File: src/hdl/dpd_pkg.sv
// ----------------------------------------------------------------------------
// dpd_pkg: shared types and constants for the depth pixel deprojection block
// Field widths, register map, pipeline link payloads and the fixed third
// radial coefficient.
// ----------------------------------------------------------------------------
package dpd_pkg;

    // field widths
    localparam int PIX_W    = 12;
    localparam int DEPTH_W  = 16;
    localparam int COORD_W  = 19;
    localparam int FOCAL_W  = 24;
    localparam int CENTER_W = 16;
    localparam int COEF_W   = 24;

    // fixed point
    localparam int FRAC     = 20;
    localparam int NORM_W   = 23;
    localparam int FACTOR_W = 42;
    localparam int TAN_W    = 54;
    localparam int UNIT_W   = 43;

    // configuration port
    localparam int ADDR_W   = 5;
    localparam int DATA_W   = 32;

    // third radial coefficient, signed Q4.20
    localparam logic signed [COEF_W-1:0] DIST_K3 = 24'sd0;

    // register map, word index
    typedef enum logic [2:0] {
        REG_INV_FOCAL_X = 3'd0,
        REG_INV_FOCAL_Y = 3'd1,
        REG_CENTER_X    = 3'd2,
        REG_CENTER_Y    = 3'd3,
        REG_RADIAL_K1   = 3'd4,
        REG_RADIAL_K2   = 3'd5,
        REG_TANGENT_P1  = 3'd6,
        REG_TANGENT_P2  = 3'd7
    } reg_idx_t;

    // camera model registers
    typedef struct packed {
        logic        [FOCAL_W-1:0]  inv_focal_x;
        logic        [FOCAL_W-1:0]  inv_focal_y;
        logic        [CENTER_W-1:0] center_x;
        logic        [CENTER_W-1:0] center_y;
        logic signed [COEF_W-1:0]   radial_k1;
        logic signed [COEF_W-1:0]   radial_k2;
        logic signed [COEF_W-1:0]   tangential_p1;
        logic signed [COEF_W-1:0]   tangential_p2;
    } cfg_t;

    // normalised coordinates, Q2.20
    typedef struct packed {
        logic signed [NORM_W-1:0] xn;
        logic signed [NORM_W-1:0] yn;
        logic        [DEPTH_W-1:0] depth;
    } norm_t;

    // undistorted ray direction, Q.20
    typedef struct packed {
        logic signed [UNIT_W-1:0] ux;
        logic signed [UNIT_W-1:0] uy;
        logic        [DEPTH_W-1:0] depth;
    } ray_t;

endpackage

File: src/hdl/dpd_cfg_regs.sv
// ----------------------------------------------------------------------------
// dpd_cfg_regs: camera model register file
// APB-style write and read of the eight intrinsic and distortion registers.
// ----------------------------------------------------------------------------
module dpd_cfg_regs import dpd_pkg::*;
(
    input  logic              clk,
    input  logic              rst_n,
    input  logic              psel,
    input  logic              penable,
    input  logic              pwrite,
    input  logic [ADDR_W-1:0] paddr,
    input  logic [DATA_W-1:0] pwdata,
    output logic [DATA_W-1:0] prdata,
    output logic              pready,
    output cfg_t              cfg
);

    cfg_t     cfg_reg;
    cfg_t     cfg_next;
    reg_idx_t wr_idx;
    logic     wr_en;

    assign pready = 1'b1;
    assign wr_en  = psel && penable && pwrite;
    assign wr_idx = reg_idx_t'(paddr[ADDR_W-1:2]);
    assign cfg    = cfg_reg;

    // register write decode
    always_comb
    begin
        cfg_next = cfg_reg;
        if (wr_en)
        begin
            case (wr_idx)
                REG_INV_FOCAL_X: cfg_next.inv_focal_x   = pwdata[FOCAL_W-1:0];
                REG_INV_FOCAL_Y: cfg_next.inv_focal_y   = pwdata[FOCAL_W-1:0];
                REG_CENTER_X:    cfg_next.center_x      = pwdata[CENTER_W-1:0];
                REG_CENTER_Y:    cfg_next.center_y      = pwdata[CENTER_W-1:0];
                REG_RADIAL_K1:   cfg_next.radial_k1     = $signed(pwdata[COEF_W-1:0]);
                REG_RADIAL_K2:   cfg_next.radial_k2     = $signed(pwdata[COEF_W-1:0]);
                REG_TANGENT_P1:  cfg_next.tangential_p1 = $signed(pwdata[COEF_W-1:0]);
                REG_TANGENT_P2:  cfg_next.tangential_p2 = $signed(pwdata[COEF_W-1:0]);
                default:         cfg_next = cfg_reg;
            endcase
        end
    end

    // register storage, defaults for a 640x480 view
    always_ff @(posedge clk or negedge rst_n)
    begin
        if (!rst_n)
        begin
            cfg_reg.inv_focal_x   <= 24'd27962;
            cfg_reg.inv_focal_y   <= 24'd27962;
            cfg_reg.center_x      <= 16'd5120;
            cfg_reg.center_y      <= 16'd3840;
            cfg_reg.radial_k1     <= '0;
            cfg_reg.radial_k2     <= '0;
            cfg_reg.tangential_p1 <= '0;
            cfg_reg.tangential_p2 <= '0;
        end
        else
        begin
            cfg_reg <= cfg_next;
        end
    end

    // read mux, coefficients sign extended
    always_comb
    begin
        case (reg_idx_t'(paddr[ADDR_W-1:2]))
            REG_INV_FOCAL_X: prdata = DATA_W'(cfg_reg.inv_focal_x);
            REG_INV_FOCAL_Y: prdata = DATA_W'(cfg_reg.inv_focal_y);
            REG_CENTER_X:    prdata = DATA_W'(cfg_reg.center_x);
            REG_CENTER_Y:    prdata = DATA_W'(cfg_reg.center_y);
            REG_RADIAL_K1:   prdata = DATA_W'(cfg_reg.radial_k1);
            REG_RADIAL_K2:   prdata = DATA_W'(cfg_reg.radial_k2);
            REG_TANGENT_P1:  prdata = DATA_W'(cfg_reg.tangential_p1);
            REG_TANGENT_P2:  prdata = DATA_W'(cfg_reg.tangential_p2);
            default:         prdata = '0;
        endcase
    end

    // an X principal point write lands in the register in the next cycle
    a_center_write: assert property (@(posedge clk) disable iff (!rst_n)
        (wr_en && wr_idx == REG_CENTER_X) |=> cfg_reg.center_x == $past(pwdata[CENTER_W-1:0]))
        else $error("center_x write lost");

endmodule

File: config.mk
export PLATFORM = sky130hd
export DESIGN_NAME = dpd_cfg_regs
export DESIGN_NICKNAME = d
export VERILOG_FILES = /design/src/hdl/dpd_pkg.sv /design/src/hdl/dpd_cfg_regs.sv
export SDC_FILE = /design/constraint.sdc
export NUM_CORES = 1
export LEC_CHECK = 0
export BUFFER_PORTS_ARGS = -buffer_cell sky130_fd_sc_hd__buf_2
export CAP_MARGIN = 10
export CORE_MARGIN = 1.5
export CORE_UTILIZATION = 35
export DETAILED_ROUTE_END_ITERATION = 10
export PLACE_DENSITY = 0.62
export SKIP_LAST_GASP = 1
export SLEW_MARGIN = 40
export SYNTH_ARGS = -nofsm -noshare
export SYNTH_HDL_FRONTEND = slang
export SYNTH_SLANG_ARGS = --single-unit
File: constraint.sdc
create_clock -name clk -period 2.34 [get_ports clk]
set_input_delay 0.585 -clock clk [delete_from_list [all_inputs] [get_ports clk]]
set_output_delay 0.585 -clock clk [all_outputs]
set_load 0.02 [all_outputs]
# ---- Word level (Yosys, flattened, before mapping)
# Index checks and enable logic that the tools add are counted.
dict set report classes {
  eq_ne 7
  muxes 1
  reduce_logical 11
}
# operator n
set op_table {}
lappend op_table {{$pmux W32 S8} 1}
lappend op_table {{$reduce_and A2 Y1} 8}
lappend op_table {{$eq A3 B3 Y1 const B} 4}
lappend op_table {{$eq A3 B2 Y1 const B} 2}
lappend op_table {{$eq A3 B1 Y1 const B} 1}
lappend op_table {{$logic_not A3 Y1} 1}
lappend op_table {{$logic_and A1 B1 Y1} 2}
dict set report word_totals {
  register_bits 176
  in_bits 42
  out_inout_bits 209
  word_cells 27
}

# ---- Depth between registers and ports, before layout
dict set report depth {
  ltp_word 3
  depth_mapped 7
}

# ---- Worst setup path before layout
# No wires, ideal clock.
dict set report synth_path {
  path_type {in2out}
  startpoint {in paddr[3]}
  endpoint {out prdata[19]}
  arrival_ps 1853
  path_slack_ps -98
  path_stages 7
  n_path_buf 3
  cell_sequence {buf_6 > buf_2 > clkbuf_1 > nand2_1 > o21ai_0 > a22oi_1 > a21oi_1}
}
dict set report synth_between {
  elab_chain_len 2
  elab_cells_between_ends 9
  classes_between {eq/ne (7); mux (1); reduce/logical (1)}
}
# item line
set synth_lines {}
lappend synth_lines {{start: declaration} dpd_cfg_regs.sv:12} ;# input logic [ADDR_W-1:0] paddr,
lappend synth_lines {{$eq A3 B3 Y1 (tied with other cells)} dpd_cfg_regs.sv:72} ;# case (reg_idx_t'(paddr[ADDR_W-1:2]))
lappend synth_lines {{$pmux W32 S8 (*)} dpd_cfg_regs.sv:72}
lappend synth_lines {{end: declaration} dpd_cfg_regs.sv:14} ;# output logic [DATA_W-1:0] prdata,
# Mark *: on every way between the ends. The rest lies on a longest branch, timed or not.

# ---- Worst setup path in the final report
dict set report layout_path {
  startpoint {in paddr[4]}
  endpoint {out prdata[15]}
}
# The elaborated chain is that of the path after synthesis.

==> flow_summary.json <==
{
  "status": "complete, no violations",
  "insertedDiodeCount": 0,
  "detail_route.first_pass.iterations": 4,
  "hpwlAfterDp_um": 17320,
  "post_route_cell_area_sq_mm": 0.01107,
  "start_kind": "input port",
  "endpoint_kind": "output port",
  "area.growth.synth_to_final_pct": 36.04,
  "num_io_pins": 251,
  "detail_route.vias_per_cell": 5.174,
  "grtUsageMet3": 0.05376,
  "top_usage_layer": "met2",
  "peakVddDrop_v": 0.0004442,
  "all_layer_global_routing_usage": 0.2059,
  "core_region_area_sq_mm": 0.02271,
  "timing.final.max_slew_violations": 0,
  "totalNegativeSetupSlack_ns": 0,
  "route.antenna.remaining_nets": 0,
  "final.fill_count": 2094,
  "drt-initial-drc-count": 239,
  "yosys_warnings": 0,
  "crit_required_ns": 1.75,
  "postSynthAreaPerCell_sq_um": 13.94,
  "synth_edf_count": 0,
  "insertion_delay_ns": 0.42,
  "leading_post_synthesis_cells_by_cell_area": "dfrtp_1, mux2_2, dfstp_2",
  "ratio_of_cells_with_drive_above_1_in_the_final_layout": 0.6451,
  "rows": 55,
  "seq_area_sq_mm": 0.004434,
  "synth.lib_cells_used.distinct": 38,
  "drt-wirelength-per-cell_um": 21.36,
  "rsz0062_at_grt": "true",
  "antenna_found_initial": 0,
  "ys_seq_elements": 176,
  "netlist_area_pre_place_sq_mm": 0.008140,
  "timing.setup.critical_path_class": "input port to output port",
  "largest_net_degree_at_the_start_of_global_routing": 46,
  "max_freq_mhz": 431.1,
  "globalRouteMet2Util": 0.3376,
  "synth.net_count": 626,
  "yosys.area.top_type": "dfrtp_1",
  "syn-instance-count": 584,
  "netlist.area_leader.share": 0.4673,
  "timing.final.setup_violations": 0,
  "post_cts_hold_buffers": 0,
  "final_net_count": 908,
  "postSynth.asyncResetShare": 1.000,
  "floorplan.initialDensity": 0.3585,
  "crit_path_max_fanout": 10,
  "die_w_um": 155.5,
  "clock_path_buffers": 2,
  "power.total_mw": 10.10,
  "fin_worst_skew_ns": 0,
  "clock_transition_at_the_registers_of_the_reported_paths_ns": 0.06,
  "final_min_period_ns": 2.320,
  "critPathArrivalTime_ns": 1.73,
  "max_cap_viol_count": 0,
  "finalHoldViolCount": 0,
  "dr_drc_count": 0,
  "power_density_mw_per_mm2": 912.1,
  "cts_tree": "built",
  "place.port_buffers": 239,
  "use_met1": 0.2711,
  "ctsRootBufferMaster": "clkbuf_16",
  "die_height_um": 155.5,
  "cell_count_final_fillers_out": 1164,
  "holdWs_ns": 0.09996,
  "design.die.area_sq_mm": 0.02418,
  "largest_register_ff_count": 176,
  "power_leakage_nw": 5.524,
  "routed_wl_um": 24860,
  "synth_ff_type": "dfrtp_1",
  "place_congestion": 0.8072,
  "grt-ovfl-total": 0,
  "num_vias": 6022,
  "clock_sink_count": 176,
  "multi_input_combinational_cell_area_sq_mm": 0.003571,
  "grt_pass1_vias": 6085,
  "clock_buffer_count_from_cts": 17,
  "synth-seq-area-share": 0.5447,
  "cts.htree.levels": 4,
  "final.period_utilization": 0.9913,
  "place_inst": 1122,
  "grt_pass1_wl_um": 37270,
  "hold_path.class": "input port to async pin",
  "area_post_placement_sq_mm": 0.01019
}
## where the power goes
group          total (mW)  switching, mW  internal [mW]
clock                2.91           1.24           1.67
combinational        3.00           1.71           1.29
sequential           4.19          0.484           3.70
## logic make-up after synthesis
kind of cell,after synthesis,synth area share
mux,231,0.3222
flops,176,0.5447
compound gates,80,0.06963
simple gates,49,0.03089
buf+inv,47,0.03212
other cells,1,0.0004607
## cell usage after synthesis, types with 6 or more instances
cell / count
a211oi_1: 16
a21oi_1: 12
buf_2: 23
buf_4: 9
clkbuf_1: 8
dfrtp_1: 152
dfstp_2: 24
mux2_2: 155
mux2_4: 20
mux2i_1: 52
nand2_1: 6
nor2_1: 26
o21ai_0: 7
o22a_1: 19
o22ai_1: 15
## layer usage
layer	up-vias	routed length (um)
met1	3086	10970
li1	2714	-
met2	195	11970
met4	0	364
met5	-	0
met3	27	1552
## cell usage in the layout (no fill, tap or decap), types with 4 or more instances in the layout
| cell | n |
|---|---|
| buf_2 | 224 |
| clkinv_2 | 4 |
| o21ai_0 | 7 |
| a211oi_1 | 11 |
| dfrtp_1 | 152 |
| nand2_1 | 5 |
| mux2_4 | 20 |
| buf_6 | 19 |
| o22ai_1 | 13 |
| a211oi_2 | 5 |
| mux2i_1 | 51 |
| buf_12 | 20 |
| clkbuf_16 | 18 |
| dfstp_2 | 24 |
| o2bb2ai_1 | 4 |
| a21oi_1 | 11 |
| buf_4 | 40 |
| nor2_1 | 21 |
| o22a_1 | 19 |
| mux2_2 | 155 |
| nor2_4 | 6 |
## final cells by class
type,instances,area share
Sequential cell,176,0.4004
Tap cell,285,0.03220
Clock inverter,11,0.01152
Multi-Input combinational cell,361,0.3224
Clock buffer,21,0.04248
Inverter,3,0.001469
Timing Repair Buffer,307,0.1895
## through the flow
step / setup slack, ns / utilization
detailed placement: -0.1089 / 0.4487
floorplan: 0.002376 / -
global route: -0.02006 / 0.4877
CTS: -0.01337 / 0.4775
global placement: -0.1132 / 0.4487
finish: 0.02044 / 0.4877
## critical path: stages
cell and delay (ns):
buf_4 0.16, or3_4 0.41, buf_6 0.17, o22a_1 0.23
buf_2 0.17
## final timing paths
path                                 startpoint              endpoint  cells after the start  slack [ns]
max reg2reg                 cfg[95]$_DFFE_PN0P_   cfg[95]$_DFFE_PN0P_                      2        1.45
max                                    paddr[4]            prdata[15]                      5        0.02
min in group clk                     pwdata[19]   cfg[19]$_DFFE_PN0P_                      3        0.46
max in group asynchronous                 rst_n  cfg[132]$_DFFE_PN1P_                      2        1.52
min                                       rst_n   cfg[45]$_DFFE_PN0P_                      1         0.1
min reg2reg                cfg[102]$_DFFE_PN0P_  cfg[102]$_DFFE_PN0P_                      1        0.53
## timing repair
| action | 4_1_cts | 5_1_grt |
|---|---|---|
| gates cloned | 0 | 2 |
| pin swaps | 0 | 3 |
| gates resized for setup | 9 | 45 |
| setup endpoints to repair | 32 | 31 |
| setup buffers | 4 | 4 |
No activity file was read; power rests on OpenSTA's default activity.
