### src/hdl/dpd_pkg.sv
// ----------------------------------------------------------------------------
// dpd_pkg: shared types and constants for the depth pixel deprojection block
// Field widths, register map, pipeline link payloads and the fixed third
// radial coefficient.
// ----------------------------------------------------------------------------
package dpd_pkg;

    // field widths
    localparam int PIX_W    = 12;
    localparam int DEPTH_W  = 16;
    localparam int COORD_W  = 19;
    localparam int FOCAL_W  = 24;
    localparam int CENTER_W = 16;
    localparam int COEF_W   = 24;

    // fixed point
    localparam int FRAC     = 20;
    localparam int NORM_W   = 23;
    localparam int FACTOR_W = 42;
    localparam int TAN_W    = 54;
    localparam int UNIT_W   = 43;

    // configuration port
    localparam int ADDR_W   = 5;
    localparam int DATA_W   = 32;

    // third radial coefficient, signed Q4.20
    localparam logic signed [COEF_W-1:0] DIST_K3 = 24'sd0;

    // register map, word index
    typedef enum logic [2:0] {
        REG_INV_FOCAL_X = 3'd0,
        REG_INV_FOCAL_Y = 3'd1,
        REG_CENTER_X    = 3'd2,
        REG_CENTER_Y    = 3'd3,
        REG_RADIAL_K1   = 3'd4,
        REG_RADIAL_K2   = 3'd5,
        REG_TANGENT_P1  = 3'd6,
        REG_TANGENT_P2  = 3'd7
    } reg_idx_t;

    // camera model registers
    typedef struct packed {
        logic        [FOCAL_W-1:0]  inv_focal_x;
        logic        [FOCAL_W-1:0]  inv_focal_y;
        logic        [CENTER_W-1:0] center_x;
        logic        [CENTER_W-1:0] center_y;
        logic signed [COEF_W-1:0]   radial_k1;
        logic signed [COEF_W-1:0]   radial_k2;
        logic signed [COEF_W-1:0]   tangential_p1;
        logic signed [COEF_W-1:0]   tangential_p2;
    } cfg_t;

    // normalised coordinates, Q2.20
    typedef struct packed {
        logic signed [NORM_W-1:0] xn;
        logic signed [NORM_W-1:0] yn;
        logic        [DEPTH_W-1:0] depth;
    } norm_t;

    // undistorted ray direction, Q.20
    typedef struct packed {
        logic signed [UNIT_W-1:0] ux;
        logic signed [UNIT_W-1:0] uy;
        logic        [DEPTH_W-1:0] depth;
    } ray_t;

endpackage

### src/hdl/dpd_scale.sv
// ----------------------------------------------------------------------------
// dpd_scale: depth scaling and output clamp
// Two stages: split depth products, then sum, round and saturate to the
// 19 bit millimetre range. The last stage is the output register.
// ----------------------------------------------------------------------------
module dpd_scale import dpd_pkg::*;
(
    input  logic                      clk,
    input  logic                      rst_n,
    input  logic                      in_valid,
    output logic                      in_ready,
    input  ray_t                      in_data,
    output logic                      out_valid,
    input  logic                      out_ready,
    output logic signed [COORD_W-1:0] point_x,
    output logic signed [COORD_W-1:0] point_y,
    output logic        [DEPTH_W-1:0] point_z,
    output logic                      saturated
);

    localparam int SPLIT  = 21;
    localparam int UHI_W  = UNIT_W - SPLIT;
    localparam int DEP_W  = DEPTH_W + 1;
    localparam int PP_W   = DEP_W + UHI_W;
    localparam int ACC_W  = 60;
    localparam int PT_W   = ACC_W - FRAC;
    localparam logic signed [ACC_W-1:0] HALF_ACC = ACC_W'(1) <<< (FRAC - 1);
    localparam logic signed [PT_W-1:0]  OUT_HI   = (PT_W'(1) <<< (COORD_W - 1)) - 1;
    localparam logic signed [PT_W-1:0]  OUT_LO   = -(PT_W'(1) <<< (COORD_W - 1));

    logic                      v9_reg, v10_reg;
    logic                      en9, en10;
    logic signed [DEP_W-1:0]   dep;
    logic signed [PP_W-1:0]    axh_reg, ayh_reg, axl_reg, ayl_reg;
    logic        [DEPTH_W-1:0] d9_reg;
    logic signed [ACC_W-1:0]   acc_x, acc_y;
    logic signed [PT_W-1:0]    px, py;
    logic signed [COORD_W-1:0] x_next, y_next;
    logic                      sat_next;
    logic signed [COORD_W-1:0] x_reg, y_reg;
    logic        [DEPTH_W-1:0] z_reg;
    logic                      sat_reg;

    assign en10     = !v10_reg || out_ready;
    assign en9      = !v9_reg || en10;
    assign in_ready = en9;

    // depth times ray, each coordinate split at bit SPLIT
    assign dep = $signed({1'b0, in_data.depth});

    // recombine and round to whole millimetres
    assign acc_x = (ACC_W'(axh_reg) <<< SPLIT) + ACC_W'(axl_reg) + HALF_ACC;
    assign acc_y = (ACC_W'(ayh_reg) <<< SPLIT) + ACC_W'(ayl_reg) + HALF_ACC;
    assign px    = PT_W'(acc_x >>> FRAC);
    assign py    = PT_W'(acc_y >>> FRAC);

    // clamp to the output range and flag it
    always_comb
    begin
        sat_next = 1'b0;
        if (px > OUT_HI)
        begin
            x_next   = OUT_HI[COORD_W-1:0];
            sat_next = 1'b1;
        end
        else if (px < OUT_LO)
        begin
            x_next   = OUT_LO[COORD_W-1:0];
            sat_next = 1'b1;
        end
        else
        begin
            x_next = px[COORD_W-1:0];
        end
        if (py > OUT_HI)
        begin
            y_next   = OUT_HI[COORD_W-1:0];
            sat_next = 1'b1;
        end
        else if (py < OUT_LO)
        begin
            y_next   = OUT_LO[COORD_W-1:0];
            sat_next = 1'b1;
        end
        else
        begin
            y_next = py[COORD_W-1:0];
        end
    end

    // valid bits
    always_ff @(posedge clk or negedge rst_n)
    begin
        if (!rst_n)
        begin
            v9_reg  <= 1'b0;
            v10_reg <= 1'b0;
        end
        else
        begin
            if (en9)
                v9_reg <= in_valid;
            if (en10)
                v10_reg <= v9_reg;
        end
    end

    // payload
    always_ff @(posedge clk)
    begin
        if (en9 && in_valid)
        begin
            axh_reg <= dep * $signed(in_data.ux[UNIT_W-1:SPLIT]);
            ayh_reg <= dep * $signed(in_data.uy[UNIT_W-1:SPLIT]);
            axl_reg <= dep * $signed({1'b0, in_data.ux[SPLIT-1:0]});
            ayl_reg <= dep * $signed({1'b0, in_data.uy[SPLIT-1:0]});
            d9_reg  <= in_data.depth;
        end
        if (en10 && v9_reg)
        begin
            x_reg   <= x_next;
            y_reg   <= y_next;
            z_reg   <= d9_reg;
            sat_reg <= sat_next;
        end
    end

    assign out_valid = v10_reg;
    assign point_x   = x_reg;
    assign point_y   = y_reg;
    assign point_z   = z_reg;
    assign saturated = sat_reg;

    // no depth gives the origin and no clip
    a_zero_depth: assert property (@(posedge clk) disable iff (!rst_n)
        (out_valid && point_z == '0) |-> (point_x == '0 && point_y == '0 && !saturated))
        else $error("zero depth produced a nonzero point");

    // a clip flag means a coordinate sits on a range limit
    a_sat_limit: assert property (@(posedge clk) disable iff (!rst_n)
        (out_valid && saturated) |->
        (point_x == OUT_HI[COORD_W-1:0] || point_x == OUT_LO[COORD_W-1:0] ||
         point_y == OUT_HI[COORD_W-1:0] || point_y == OUT_LO[COORD_W-1:0]))
        else $error("saturated set without a clipped coordinate");

endmodule

### config.mk
export PLATFORM = sky130hd
export DESIGN_NAME = dpd_scale
export DESIGN_NICKNAME = d
export VERILOG_FILES = /design/src/hdl/dpd_pkg.sv /design/src/hdl/dpd_scale.sv
export SDC_FILE = /design/constraint.sdc
export NUM_CORES = 2
export LEC_CHECK = 0
export ABC_AREA = 0
export BUFFER_PORTS_ARGS = -buffer_cell sky130_fd_sc_hd__buf_4
export CORE_ASPECT_RATIO = 1.5
export CORE_MARGIN = 2
export CORE_UTILIZATION = 55
export CTS_CLUSTER_SIZE = 40
export DETAILED_ROUTE_END_ITERATION = 16
export MAX_ROUTING_LAYER = met4
export PLACE_DENSITY = 0.7
export SYNTH_ARGS = -nofsm -noshare
export SYNTH_HDL_FRONTEND = slang
export SYNTH_SLANG_ARGS = --single-unit
export TNS_END_PERCENT = 50
### constraint.sdc
create_clock -name clk -period 5.7 [get_ports clk]
set_input_delay 0.285 -clock clk [delete_from_list [all_inputs] [get_ports clk]]
set_output_delay 0.285 -clock clk [all_outputs]
set_load 0.005 [all_outputs]
# Word level (Yosys, flattened, before mapping)
# Index checks and enable logic that the tools add are counted.
dict set report totals {
  ff_bits 225
  latch_bits 0
  ram_bits 0
  romBits 0
  elab_cells 33
  memories 0
}
dict set report classes {
  addsub 4
  n_mul 4
  n_div 0
  magnitude_cmp 4
  eq_ne 0
  shifts 0
  muxes 3
  n_bitwise 0
  n_reduce_logical 7
}
# cell n
set op_table {}
lappend op_table {{$add 60x21->60 const B} 2}
lappend op_table {{$add 60x38->60} 2}
lappend op_table {{$gt 40x19->1 const B} 2}
lappend op_table {{$lt 40x19->1 const B} 2}
lappend op_table {{$mul 17x22->39} 2}
lappend op_table {{$mul 16x21->37} 2}
lappend op_table {{$mux 19} 2}
lappend op_table {{$reduce_or 3->1} 1}
lappend op_table {{$logic_and 1x1->1} 2}
lappend op_table {{$logic_not 1->1} 2}
lappend op_table {{$logic_or 1x1->1} 2}
lappend op_table {{$mux 1} 1}

# Depth between registers and ports, before layout
dict set report depth {
  word_depth 4
  mapped_depth 27
  depth_no_buf 25
}

# Worst setup path before layout
# No wires, ideal clock.
dict set report synth_timing {
  path_kind {input -> register}
  start {input in_data[1] (netlist name)}
  end {register ayl_reg[36], data pin}
  setup_time_ns 0.260
  t_arrival_ns 6.348
  required_time_ns 5.440
  setup_slack_ns -0.908
  cell_stages 24
  path_cell_list {clkbuf_1 -> clkbuf_1 -> nand2_1 -> fa_1 -> inv_1 -> fa_1 -> inv_1 -> fa_1 -> fa_1 -> fa_1 -> fa_1 -> inv_1 -> ha_1 -> o21ai_0 -> o21ai_0 -> o2111ai_1 -> a221oi_1 -> a31oi_1 -> o21ai_0 -> a211oi_1 -> o31ai_1 -> nor4_1 -> nor3_1 -> xnor2_1}
}
dict set report synth_between {
  elab_chain_len 1
}
# item line_no
set synth_lines {}
lappend synth_lines {{from (decl)} dpd_scale.sv:12} ;# input ray_t in_data,
lappend synth_lines {{$mul 16x21->37} dpd_scale.sv:116} ;# ayl_reg <= dep * $signed({1'b0, in_data.uy[SPLIT-1:0]});
lappend synth_lines {{to (signal assigned)} dpd_scale.sv:116}
lappend synth_lines {{to (decl)} dpd_scale.sv:34} ;# logic signed [PP_W-1:0] axh_reg, ayh_reg, axl_reg, ayl_reg;
# Every way passes these cells.
# A chain may end at the register's enable or synchronous reset.

# Worst setup path after layout
dict set report layout_timing {
  start {input in_data[4] (netlist name)}
  end {register ayl_reg[36], data pin}
}
# Same word-level chain as after synthesis.

==> flow_metrics.tcl <==
set metrics [dict create \
    drv_slew 0 \
    numCtsBuffers 17 \
    drc 0 \
    violations "negative setup slack" \
    critPathMaxFanout 8 \
    min_path_type "in -> reg" \
    grt_pass1_wl_microns 235000 \
    start_kind "input pin" \
    io_pins 163 \
    syn-cell-area_sq_mm 0.0550 \
    cts-root-buf "clkbuf_16" \
    grt_pass1_vias 47100 \
    synth.most_common_cell "inv_1" \
    maxCapViolations 0 \
    grt_usage 0.306 \
    yosys.cell_types.count 71 \
    drt_iter0_drc 2196 \
    syn_inst 5970 \
    postLayoutCoreUtil 0.659 \
    yosysSeqAreaShare 0.102 \
    cp.required_ns 6.00 \
    antenna_left 0 \
    synth_edf_count 185 \
    fin_crit_sh 1.02 \
    period_needed_ns 5.83 \
    setup_viol 22 \
    synth_commonest_cells "1528 x inv_1, 1224 x fa_1, 912 x nand2_1" \
    synthTopCellsByArea "fa_1 45%, inv_1 10%, edfxtp_1 10%" \
    rows 142 \
    ys_ff_latch 187 \
    port_buffers 162 \
    synth_top_area_frac 0.446 \
    yosysTopAreaCell "fa_1" \
    cts_buffer_depth 2 \
    maxSlewHeadroom 0.199 \
    critical_path_class "in -> reg" \
    syn_avg_cell_area_sq_um 9.21 \
    htreeDepth 4 \
    rsz0062_at_grt "true" \
    wirelength_microns 146000 \
    die_area_sq_mm 0.103 \
    cpPeakStageDelay_ns 0.63 \
    grt_overflow 0 \
    antenna_found_initial 3 \
    worstMarginPinSlew_ns 1.20 \
    tritoncts "done" \
    die_w_microns 262 \
    die_h_microns 391 \
    vias_per_cell 5.36 \
    detailedRoute.firstPassIterationCount 6 \
    setup_ws_ns -0.132 \
    cp_slowest_cell "fa_1" \
    worst_clock_skew_ns 0.0197 \
    areaGrowthSynthToFinish_pct 19.2 \
    via_count 42500 \
    clk_pin_slew_worst_paths_ns 0.08 \
    crit_arrival_ns 6.13 \
    start_util 0.553 \
    holdWs_ns 0.0365 \
    wl_per_cell_microns 18.5 \
    fmax_mhz 171 \
    end_kind "flip-flop" \
    place_congestion 0.946 \
    synthFlopType "edfxtp_1" \
    drive_gt1_frac 0.180 \
    clock_latency_ns 0.56 \
    nFillCells 7924 \
    crit_top_cell "fa_1" \
    synth_nets 7740 \
    fin_nets 8385 \
    coreArea_sq_mm 0.0995 \
    finalHoldViolations 0 \
    synth_warnings 0 \
    place_hpwl_microns 121000 \
    grt_max_degree 69 \
    status "finished with violations" \
    clkSinkCount 187 \
    async_flop_share 0.0107 \
]
[metal layers]
layer	track usage	vias up	routed length [microns]
li1	-	19000	-
met1	0.322	21800	50600
met2	0.550	1277	78800
met3	0.0363	493	7350
met4	0.173	0	9590
met5	-	-	0
[logic make-up after synthesis]
group	count (synthesis)	share of synthesized area
buf+inv	1776	0.122
compound gates	421	0.0508
fa+ha+maj	1664	0.546
simple gates	1759	0.154
mux	10	0.00196
xor+xnor	153	0.0244
flops	187	0.102
[what timing repair did]
action                                 in CTS  in global routing
pin swaps                                 124                172
setup endpoints to repair                  50                 55
hold buffers                                5                  0
gates resized for setup                   196                221
gates cloned                                8                  7
endpoints found under the hold margin       6                  0
setup buffers                              46                 23
[per-stage QoR]
stage	TNS, ns	instances	area (sq um)	setup WS [ns]
global route	-7.05	7927	65500	-0.343
finish	-1.21	7929	65500	-0.132
global placement	-42.08	7810	62300	-0.868
CTS	-0.497	7897	64400	-0.0897
detailed placement	-49.22	7810	62300	-0.983
floorplan	-9.80	5970	55500	-0.510
[cell usage in the layout (no fill, tap or decap), types with 9 or more instances in the layout]
cell,n
a211o_1,9
a211oi_1,9
a21o_1,76
a21oi_1,74
a21oi_2,26
a31oi_1,11
and2_1,519
and2_4,22
and3_1,19
buf_12,52
buf_16,9
buf_4,744
buf_6,36
buf_8,17
clkbuf_16,24
edfxtp_1,185
fa_1,1190
fa_2,34
ha_1,400
ha_4,35
inv_1,1488
inv_2,40
nand2_1,878
nand2_2,24
nand2_4,10
nand2b_1,29
nand3_1,50
nand4_1,18
nor2_1,81
nor2b_1,14
nor3_1,28
nor4_1,9
o211ai_1,9
o21a_1,22
o21ai_0,60
o21ai_1,14
o21ai_2,9
o21bai_1,11
xnor2_1,112
xor2_1,34
[layout make-up]
cell class / instances / area (sq um) / share of cell area
inverter: 1528 / 5740 / 0.0875
sequential: 187 / 5610 / 0.0855
clock buffer: 18 / 429 / 0.00655
tap: 1296 / 1620 / 0.0247
timing repair buffer: 874 / 7890 / 0.120
multi-input combinational: 4007 / 44100 / 0.673
clock inverter: 14 / 166 / 0.00254
antenna: 5 / 12.5 / 0.000191
[final timing paths]
check	from	to	slack, ns	cells past startpoint
worst max-delay path	in_data[4]	ayl_reg[36]$_DFFE_PP_	-0.13	27
worst min-delay path	out_ready	out_valid$_DFFE_PN0P_	0.04	3
worst max register to register	ayh_reg[0]$_DFFE_PP_	saturated$_SDFFCE_PP1P_	1.27	12
worst min register to register	d9_reg[1]$_DFFE_PP_	point_z[1]$_DFFE_PP_	0.42	0
max in group asynchronous	rst_n	v9_reg$_DFFE_PN0N_	5.53	2
min in group asynchronous	rst_n	out_valid$_DFFE_PN0P_	0.08	2
[worst max-delay path, delay by kind of cell]
| kind | cells | cell delay [ns] |
|---|---|---|
| buf+inv | 8 | 0.76 |
| xor+xnor | 1 | 0.09 |
| simple gates | 4 | 0.51 |
| compound gates | 7 | 1.03 |
| fa+ha+maj | 7 | 3.41 |
Power is left out: the tool's default activity adds up to more than one toggle a clock period on the data nets, which glitch-free logic cannot reach.
