`src/hdl/dpd_pkg.sv`:
```
// ----------------------------------------------------------------------------
// dpd_pkg: shared types and constants for the depth pixel deprojection block
// Field widths, register map, pipeline link payloads and the fixed third
// radial coefficient.
// ----------------------------------------------------------------------------
package dpd_pkg;

    // field widths
    localparam int PIX_W    = 12;
    localparam int DEPTH_W  = 16;
    localparam int COORD_W  = 19;
    localparam int FOCAL_W  = 24;
    localparam int CENTER_W = 16;
    localparam int COEF_W   = 24;

    // fixed point
    localparam int FRAC     = 20;
    localparam int NORM_W   = 23;
    localparam int FACTOR_W = 42;
    localparam int TAN_W    = 54;
    localparam int UNIT_W   = 43;

    // configuration port
    localparam int ADDR_W   = 5;
    localparam int DATA_W   = 32;

    // third radial coefficient, signed Q4.20
    localparam logic signed [COEF_W-1:0] DIST_K3 = 24'sd0;

    // register map, word index
    typedef enum logic [2:0] {
        REG_INV_FOCAL_X = 3'd0,
        REG_INV_FOCAL_Y = 3'd1,
        REG_CENTER_X    = 3'd2,
        REG_CENTER_Y    = 3'd3,
        REG_RADIAL_K1   = 3'd4,
        REG_RADIAL_K2   = 3'd5,
        REG_TANGENT_P1  = 3'd6,
        REG_TANGENT_P2  = 3'd7
    } reg_idx_t;

    // camera model registers
    typedef struct packed {
        logic        [FOCAL_W-1:0]  inv_focal_x;
        logic        [FOCAL_W-1:0]  inv_focal_y;
        logic        [CENTER_W-1:0] center_x;
        logic        [CENTER_W-1:0] center_y;
        logic signed [COEF_W-1:0]   radial_k1;
        logic signed [COEF_W-1:0]   radial_k2;
        logic signed [COEF_W-1:0]   tangential_p1;
        logic signed [COEF_W-1:0]   tangential_p2;
    } cfg_t;

    // normalised coordinates, Q2.20
    typedef struct packed {
        logic signed [NORM_W-1:0] xn;
        logic signed [NORM_W-1:0] yn;
        logic        [DEPTH_W-1:0] depth;
    } norm_t;

    // undistorted ray direction, Q.20
    typedef struct packed {
        logic signed [UNIT_W-1:0] ux;
        logic signed [UNIT_W-1:0] uy;
        logic        [DEPTH_W-1:0] depth;
    } ray_t;

endpackage

```
`src/hdl/dpd_norm.sv`:
```
// ----------------------------------------------------------------------------
// dpd_norm: pixel to normalised image coordinates
// Two stages: principal point offset, then reciprocal focal scaling with
// rounding and clamping to Q2.20.
// ----------------------------------------------------------------------------
module dpd_norm import dpd_pkg::*;
(
    input  logic               clk,
    input  logic               rst_n,
    input  cfg_t               cfg,
    input  logic               in_valid,
    output logic               in_ready,
    input  logic [PIX_W-1:0]   pixel_col,
    input  logic [PIX_W-1:0]   pixel_row,
    input  logic [DEPTH_W-1:0] depth_mm,
    output logic               out_valid,
    input  logic               out_ready,
    output norm_t              out_data
);

    localparam int DIFF_W = CENTER_W + 2;
    localparam int PROD_W = DIFF_W + FOCAL_W + 1;
    localparam int SCALE_SH = 8;
    localparam logic signed [PROD_W-1:0] HALF_LSB = PROD_W'(1) <<< (SCALE_SH - 1);
    localparam logic signed [PROD_W-1:0] NORM_HI  = (PROD_W'(1) <<< (NORM_W - 1)) - 1;
    localparam logic signed [PROD_W-1:0] NORM_LO  = -(PROD_W'(1) <<< (NORM_W - 1));

    function automatic logic signed [NORM_W-1:0] clamp_norm(input logic signed [PROD_W-1:0] v);
        if (v > NORM_HI)
            clamp_norm = NORM_HI[NORM_W-1:0];
        else if (v < NORM_LO)
            clamp_norm = NORM_LO[NORM_W-1:0];
        else
            clamp_norm = v[NORM_W-1:0];
    endfunction

    logic                      v1_reg, v2_reg;
    logic                      en1, en2;
    logic signed [DIFF_W-1:0]  dx_reg, dy_reg;
    logic signed [DIFF_W-1:0]  dx_next, dy_next;
    logic        [DEPTH_W-1:0] d1_reg, d2_reg;
    logic signed [PROD_W-1:0]  px_prod, py_prod, px_rnd, py_rnd;
    logic signed [NORM_W-1:0]  xn_reg, yn_reg, xn_next, yn_next;

    // stage enables, a stage moves when empty or when the next one moves
    assign en2      = !v2_reg || out_ready;
    assign en1      = !v1_reg || en2;
    assign in_ready = en1;

    // offset from the principal point in sixteenths of a pixel
    assign dx_next = $signed({2'b00, pixel_col, 4'b0000}) - $signed({2'b00, cfg.center_x});
    assign dy_next = $signed({2'b00, pixel_row, 4'b0000}) - $signed({2'b00, cfg.center_y});

    // scale by 1/f, Q.4 times Q0.24 down to Q.20
    assign px_prod = dx_reg * $signed({1'b0, cfg.inv_focal_x});
    assign py_prod = dy_reg * $signed({1'b0, cfg.inv_focal_y});
    assign px_rnd  = (px_prod + HALF_LSB) >>> SCALE_SH;
    assign py_rnd  = (py_prod + HALF_LSB) >>> SCALE_SH;
    assign xn_next = clamp_norm(px_rnd);
    assign yn_next = clamp_norm(py_rnd);

    // valid bits
    always_ff @(posedge clk or negedge rst_n)
    begin
        if (!rst_n)
        begin
            v1_reg <= 1'b0;
            v2_reg <= 1'b0;
        end
        else
        begin
            if (en1)
                v1_reg <= in_valid;
            if (en2)
                v2_reg <= v1_reg;
        end
    end

    // payload
    always_ff @(posedge clk)
    begin
        if (en1 && in_valid)
        begin
            dx_reg <= dx_next;
            dy_reg <= dy_next;
            d1_reg <= depth_mm;
        end
        if (en2 && v1_reg)
        begin
            xn_reg <= xn_next;
            yn_reg <= yn_next;
            d2_reg <= d1_reg;
        end
    end

    assign out_valid      = v2_reg;
    assign out_data.xn    = xn_reg;
    assign out_data.yn    = yn_reg;
    assign out_data.depth = d2_reg;

endmodule

```
`config.mk`:
```
export PLATFORM = sky130hd
export DESIGN_NAME = dpd_norm
export DESIGN_NICKNAME = d
export VERILOG_FILES = /design/src/hdl/dpd_pkg.sv /design/src/hdl/dpd_norm.sv
export SDC_FILE = /design/constraint.sdc
export NUM_CORES = 2
export LEC_CHECK = 0
export BUFFER_PORTS_ARGS = -buffer_cell sky130_fd_sc_hd__buf_2
export CAP_MARGIN = 20
export CORE_MARGIN = 4
export CORE_UTILIZATION = 45
export DETAILED_ROUTE_END_ITERATION = 6
export MAX_ROUTING_LAYER = met4
export PLACE_DENSITY = 0.63
export SKIP_LAST_GASP = 1
export SLEW_MARGIN = 20
export SYNTH_ARGS = -nofsm -noshare
export SYNTH_HDL_FRONTEND = slang
export SYNTH_SLANG_ARGS = --single-unit
```
`constraint.sdc`:
```
create_clock -name clk -period 13.5 [get_ports clk]
set_clock_uncertainty 0.15 [all_clocks]
set_input_delay 1.35 -clock clk [delete_from_list [all_inputs] [get_ports clk]]
set_output_delay 1.35 -clock clk [all_outputs]
set_load 0.05 [all_outputs]
```
== After elaboration in Yosys (flattened, before gate mapping) ==
Cells that the tools add are included.
Word-level totals
  flip-flop bits (word level): 114
  bits of input ports: 220
  output and inout port bits: 64
  logic and storage cells: 26
Cells by class
  multiply operators: 2
  add/subtract/negate cells: 4
  reductions and logical operators: 6
  multiplexer cells: 2
  magnitude comparators: 4
Operator list (number)
  42-bit by 9-bit adder with 43-bit output, second input constant: 2
  17-bit by 25-bit multiplier with 42-bit output: 2
  35-bit by 23-bit > comparator with 1-bit output, second input constant: 2
  35-bit by 23-bit < comparator with 1-bit output, second input constant: 2
  23-bit two-way mux: 2
  16-bit by 16-bit subtractor with 17-bit output: 2
  1-bit logical AND: 2
  1-bit zero test: 2
  1-bit logical OR: 2

== Longest topological paths before layout ==
  depth in word-level cells: 4
  mapped depth: 26
  mapped depth without buffers: 23

== Worst setup path after synthesis ==
OpenSTA, ideal clock, no wires.
  path type: input-to-reg
  start point: in cfg[139] (netlist bit)
  end point: reg yn_reg[0] (data pin)
  data arrival time: 7.782 ns
  slack: 5.304 ns
  library setup time: 0.265 ns
  stages on the path: 23
  path through: clkbuf_1 -> nand2_1 -> fa_1 -> fa_1 -> fa_1 -> inv_1 -> fa_1 -> fa_1 -> inv_1 -> fa_1 -> inv_1 -> ha_1 -> clkdlybuf4s15_2 -> nand4_1 -> or4_4 -> a311o_1 -> nand2_1 -> a221oi_2 -> xnor2_1 -> or3_2 -> o41ai_4 -> buf_6 -> o31ai_2
On the way
  word-level cells in the longest chain between the ends: 4
RTL lines
  from (decl): RTL line dpd_norm.sv:10  | input cfg_t cfg,
  17-bit by 25-bit multiplier with 42-bit output (*): RTL line dpd_norm.sv:56  | assign py_prod = dy_reg * $signed({1'b0, cfg.inv_focal_y});
  42-bit by 9-bit adder with 43-bit output (*): RTL line dpd_norm.sv:58  | assign py_rnd = (py_prod + HALF_LSB) >>> SCALE_SH;
  35-bit by 23-bit < comparator with 1-bit output: RTL line dpd_norm.sv:31  | else if (v < NORM_LO)
  23-bit two-way mux: RTL line dpd_norm.sv:31
  to (signal assigned): RTL line dpd_norm.sv:91  | yn_reg <= yn_next;
  to (decl): RTL line dpd_norm.sv:43  | logic signed [NORM_W-1:0] xn_reg, yn_reg, xn_next, yn_next;
Every way passes the cells marked *; elsewhere a longest branch is shown, timed or not.
A chain may end at the register's enable or synchronous reset.

== Final worst setup path ==
  start point: in cfg[135] (netlist bit)
  end point: reg yn_reg[14] (data pin)
The elaborated chain is that of the path after synthesis.

==> impl_summary.md <==
Run status
The run finished with clean final reports.

CTS
The total of hold buffers inserted after clock tree synthesis is 0. The number of clock buffers added by TritonCTS is 17. The number of sinks driven by the clock tree is 114. The H-tree level count is 4. The TritonCTS clock tree is done. For the worst-skew pair, the clock arrives at the later sink with an insertion delay of between 0.4 and 0.5 ns. The post-CTS resize count is 0.

The master cell of the clock root buffer is sky130_fd_sc_hd__clkbuf_16. The maximum clock insertion buffer count is 2. The count of buffers added by post-CTS timing repair for setup is 0.

The clock input transition at the sequential cells of the worst setup and hold paths is 0.06 ns.

Timing
The final critical-path required period is ~9.0 ns. Setup repair after global routing left no endpoint under its margin. Setup violations remaining at the end of the flow were counted as 0. Setup slack on the critical path of the routed design comes to 4.48 ns. The setup TNS after final layout is 0 ns. At the pin with the least slew margin, the transition time is 1.14 ns. The final count of hold timing violations is 0. The worst pin sits at a relative slew slack of between 20% and 30%. The highest clock frequency the design can meet is 111 MHz. The number of slew-limit violations in the final report was 0. After layout, the worst path uses 66.8% of the clock period.

Global route
The global-route wire length before repair is 138 mm. The via count of the first global-routing pass is ~25000. For this run the aggregate overflow at the end of global routing stands at 0. The global-route usage over all layers is 23.4%. The initial antenna violation count is 5. Entering global routing, the biggest net connects 63 pins.

Placement
In this run the cell area measured after placement is around 0.034 mm^2. The weighted congestion at the end of routability-driven global placement is 0.916. The number of input and output port buffers inserted is about 190. The detailed placement HPWL is between 60 and 70 mm. The cell count after placement is around 4600. The worst slack at placement is 4.04 ns.

Yosys
The post-synthesis share of cell area spent on xor and xnor gates is under 10%. Summing the areas of all compound-gate instances in the mapped netlist gives 7.09% of the synthesized area. Of the total synthesized cell area, the portion taken by AND, OR, NAND and NOR gates is 16.3%. The post-synthesis mux area share is less than 1%. Among all flip-flop cells after synthesis, the most frequent one is sky130_fd_sc_hd__edfxtp_1. Of the synthesized area, sequential elements account for 10.5%.

Of the total synthesized cell area, the portion taken by full adders, half adders and majority gates is 52.2%. The share of async-settable or async-resettable flops after synthesis is 1.75%. The proportion of netlist area held by the largest area contributor is 40.5%. After synthesis, the netlist uses 91 different library cells.

The cell count after synthesis came out at between 3000 and 4000. For this run, the number of Yosys warnings is 0. The cell area after synthesis is 0.0326 mm^2. The count of flip-flops with a built-in enable after synthesis is 112.

After synthesis, the cell types taking the most area are sky130_fd_sc_hd__fa_1, sky130_fd_sc_hd__ha_1, sky130_fd_sc_hd__edfxtp_1, sky130_fd_sc_hd__inv_1, sky130_fd_sc_hd__and2_1. Of all cell types, the one taking the most synthesized area is sky130_fd_sc_hd__fa_1. By count the netlist is led by sky130_fd_sc_hd__inv_1, sky130_fd_sc_hd__fa_1, sky130_fd_sc_hd__nand2_1. After synthesis, the mean cell area works out to 9.14 um^2. By instance count, the leading cell after synthesis is sky130_fd_sc_hd__inv_1. The synthesized netlist net count is between 4000 and 5000. The register bit total from synthesis is 114. After synthesis, the largest family of logic cells by area is adder cells.

Worst hold path
The startpoint of the tightest hold check path is d1_reg[14]. The type of the tightest min-delay check is flop to flop. The terminating pin of the worst hold path is d2_reg[14]. The cell depth of the worst hold path is 0.

Worst setup path
For the worst setup path, the data arrival time is about 9 ns. The worst setup path category is primary input to flop. The worst setup path is launched from a primary input. The startpoint identified for the worst register-to-register timing path is dy_reg[16]. The worst-path maximum fanout is 22. STA classifies the critical path endpoint as a flop. The minimum setup slack among reg-to-reg paths is 4.69 ns. Counting cells, the worst reg-to-reg path comes to 23. Data on the critical path is required at its endpoint by roughly 14 ns. The capture point of the worst reg-to-reg path is yn_reg[14]. In this run the worst setup path begins at cfg[135].

Drt
Summed over all layers, the routed wires come to 85.2 mm. The count of nets left with antenna violations once routing finished came out at 0. In the routed design, unresolved DRC markers number 0. In the final routed layout, each cell accounts on average for around 19 um.

The number of design-rule violations left by the first detailed-router iteration is 1488. The number of vias per cell is 5.24. The first detailed-routing pass took 6 iterations. The vias after detailed routing is 24115.

Finish
The net count of the finished layout is 4818. The finished layout holds 4602 standard cells, fillers aside. Relative to the synthesized area, the layout overhead comes to 6.97%. Cells with a size suffix above 1 make up 7.51% of the layout. After routing the design area is 0.0348 mm^2.

Floorplan
The starting utilization of the core area is between 40% and 50%. The die covers 0.0767 mm^2. The floorplan has 98 rows.

The total area inside the core boundary comes to 0.0716 mm^2. Pin placement for this block handled between 200 and 300 I/O pins. The die is approximately 280 um tall.

The floorplan die width is 277 um.

Job
The number of max-cap violations is 0.
[cell usage in the layout, fill, tap and decap left out, types with 17 or more instances in the layout]
master	instances
sky130_fd_sc_hd__o21ai_1	24
sky130_fd_sc_hd__nand2b_1	25
sky130_fd_sc_hd__clkbuf_16	17
sky130_fd_sc_hd__nand4_1	17
sky130_fd_sc_hd__nand2_1	467
sky130_fd_sc_hd__buf_2	187
sky130_fd_sc_hd__a21o_1	32
sky130_fd_sc_hd__ha_1	306
sky130_fd_sc_hd__nor2_1	81
sky130_fd_sc_hd__xor2_1	31
sky130_fd_sc_hd__nand3_1	22
sky130_fd_sc_hd__o21ai_0	67
sky130_fd_sc_hd__a21oi_1	89
sky130_fd_sc_hd__fa_1	658
sky130_fd_sc_hd__and2_1	380
sky130_fd_sc_hd__edfxtp_1	112
sky130_fd_sc_hd__xnor2_1	53
sky130_fd_sc_hd__nor3_1	20
sky130_fd_sc_hd__inv_1	830
[worst max-delay path, cell delays in order]
cell and delay, ns:
sky130_fd_sc_hd__buf_2 0.35, sky130_fd_sc_hd__nand2_1 0.14, sky130_fd_sc_hd__fa_1 0.56, sky130_fd_sc_hd__inv_1 0.06, sky130_fd_sc_hd__fa_1 0.49, sky130_fd_sc_hd__inv_1 0.05
sky130_fd_sc_hd__fa_1 0.54, sky130_fd_sc_hd__inv_1 0.06, sky130_fd_sc_hd__fa_1 0.45, sky130_fd_sc_hd__fa_1 0.50, sky130_fd_sc_hd__inv_1 0.05, sky130_fd_sc_hd__fa_1 0.53
sky130_fd_sc_hd__inv_1 0.06, sky130_fd_sc_hd__ha_1 0.42, sky130_fd_sc_hd__nand4_1 0.19, sky130_fd_sc_hd__a2111oi_0 0.37, sky130_fd_sc_hd__a41oi_1 0.20, sky130_fd_sc_hd__a311oi_1 0.45
sky130_fd_sc_hd__nor3b_1 0.14, sky130_fd_sc_hd__o21ai_0 0.29, sky130_fd_sc_hd__xor2_1 0.15, sky130_fd_sc_hd__or3_2 0.47, sky130_fd_sc_hd__o41ai_4 0.98, sky130_fd_sc_hd__o21ai_0 0.19
[routing by layer]
| layer | part of all wire [%] | GRT usage, % |
|---|---|---|
| met1 | 44 | 31.6 |
| met2 | 46 | 36.6 |
| met3 | 6.7 | 4.72 |
| met4 | 2.4 | 5.75 |
| met5 | 0 | - |
[area by class of cell]
cell class	count	area (um^2)
Fill cell	6879	36800
Antenna cell	5	12.5
Timing Repair Buffer	203	1060
Tap cell	950	1190
Clock buffer	17	425
Clock inverter	15	190
Sequential cell	114	3410
Inverter	830	3120
Multi-Input combinational cell	2468	25400
[per-stage QoR]
stage	hold slack, ns	utilization [%]
after floorplan	0.250	-
after global placement	0.251	47.8
after detailed placement	0.255	47.8
after CTS	0.268	48.6
after global routing	0.274	48.6
final	0.266	48.6
[worst max-delay path by stage]
stage                 end  slack [ns]  cells past startpoint
6_report       yn_reg[14]        4.48                     24
5_1_grt         yn_reg[7]        3.99                     22
4_1_cts        yn_reg[14]        4.54                     24
3_5_place_dp   yn_reg[14]        4.04                     24
3_3_place_gp   yn_reg[14]        4.05                     24
2_1_floorplan   yn_reg[0]        5.30                     23
[cell families (layout without fill, tap and decap cells)]
kind of cell / count (synthesis) / after routing
simple gates: 1069 / 1069
buf+inv: 981 / 1065
fa+ha+maj: 964 / 964
compound gates: 346 / 346
flops: 114 / 114
xor+xnor: 85 / 85
mux: 4 / 4
other cells: 0 / 5
Power is left out: the tool's default activity adds up to more than one toggle a clock period on the data nets, which glitch-free logic cannot reach.
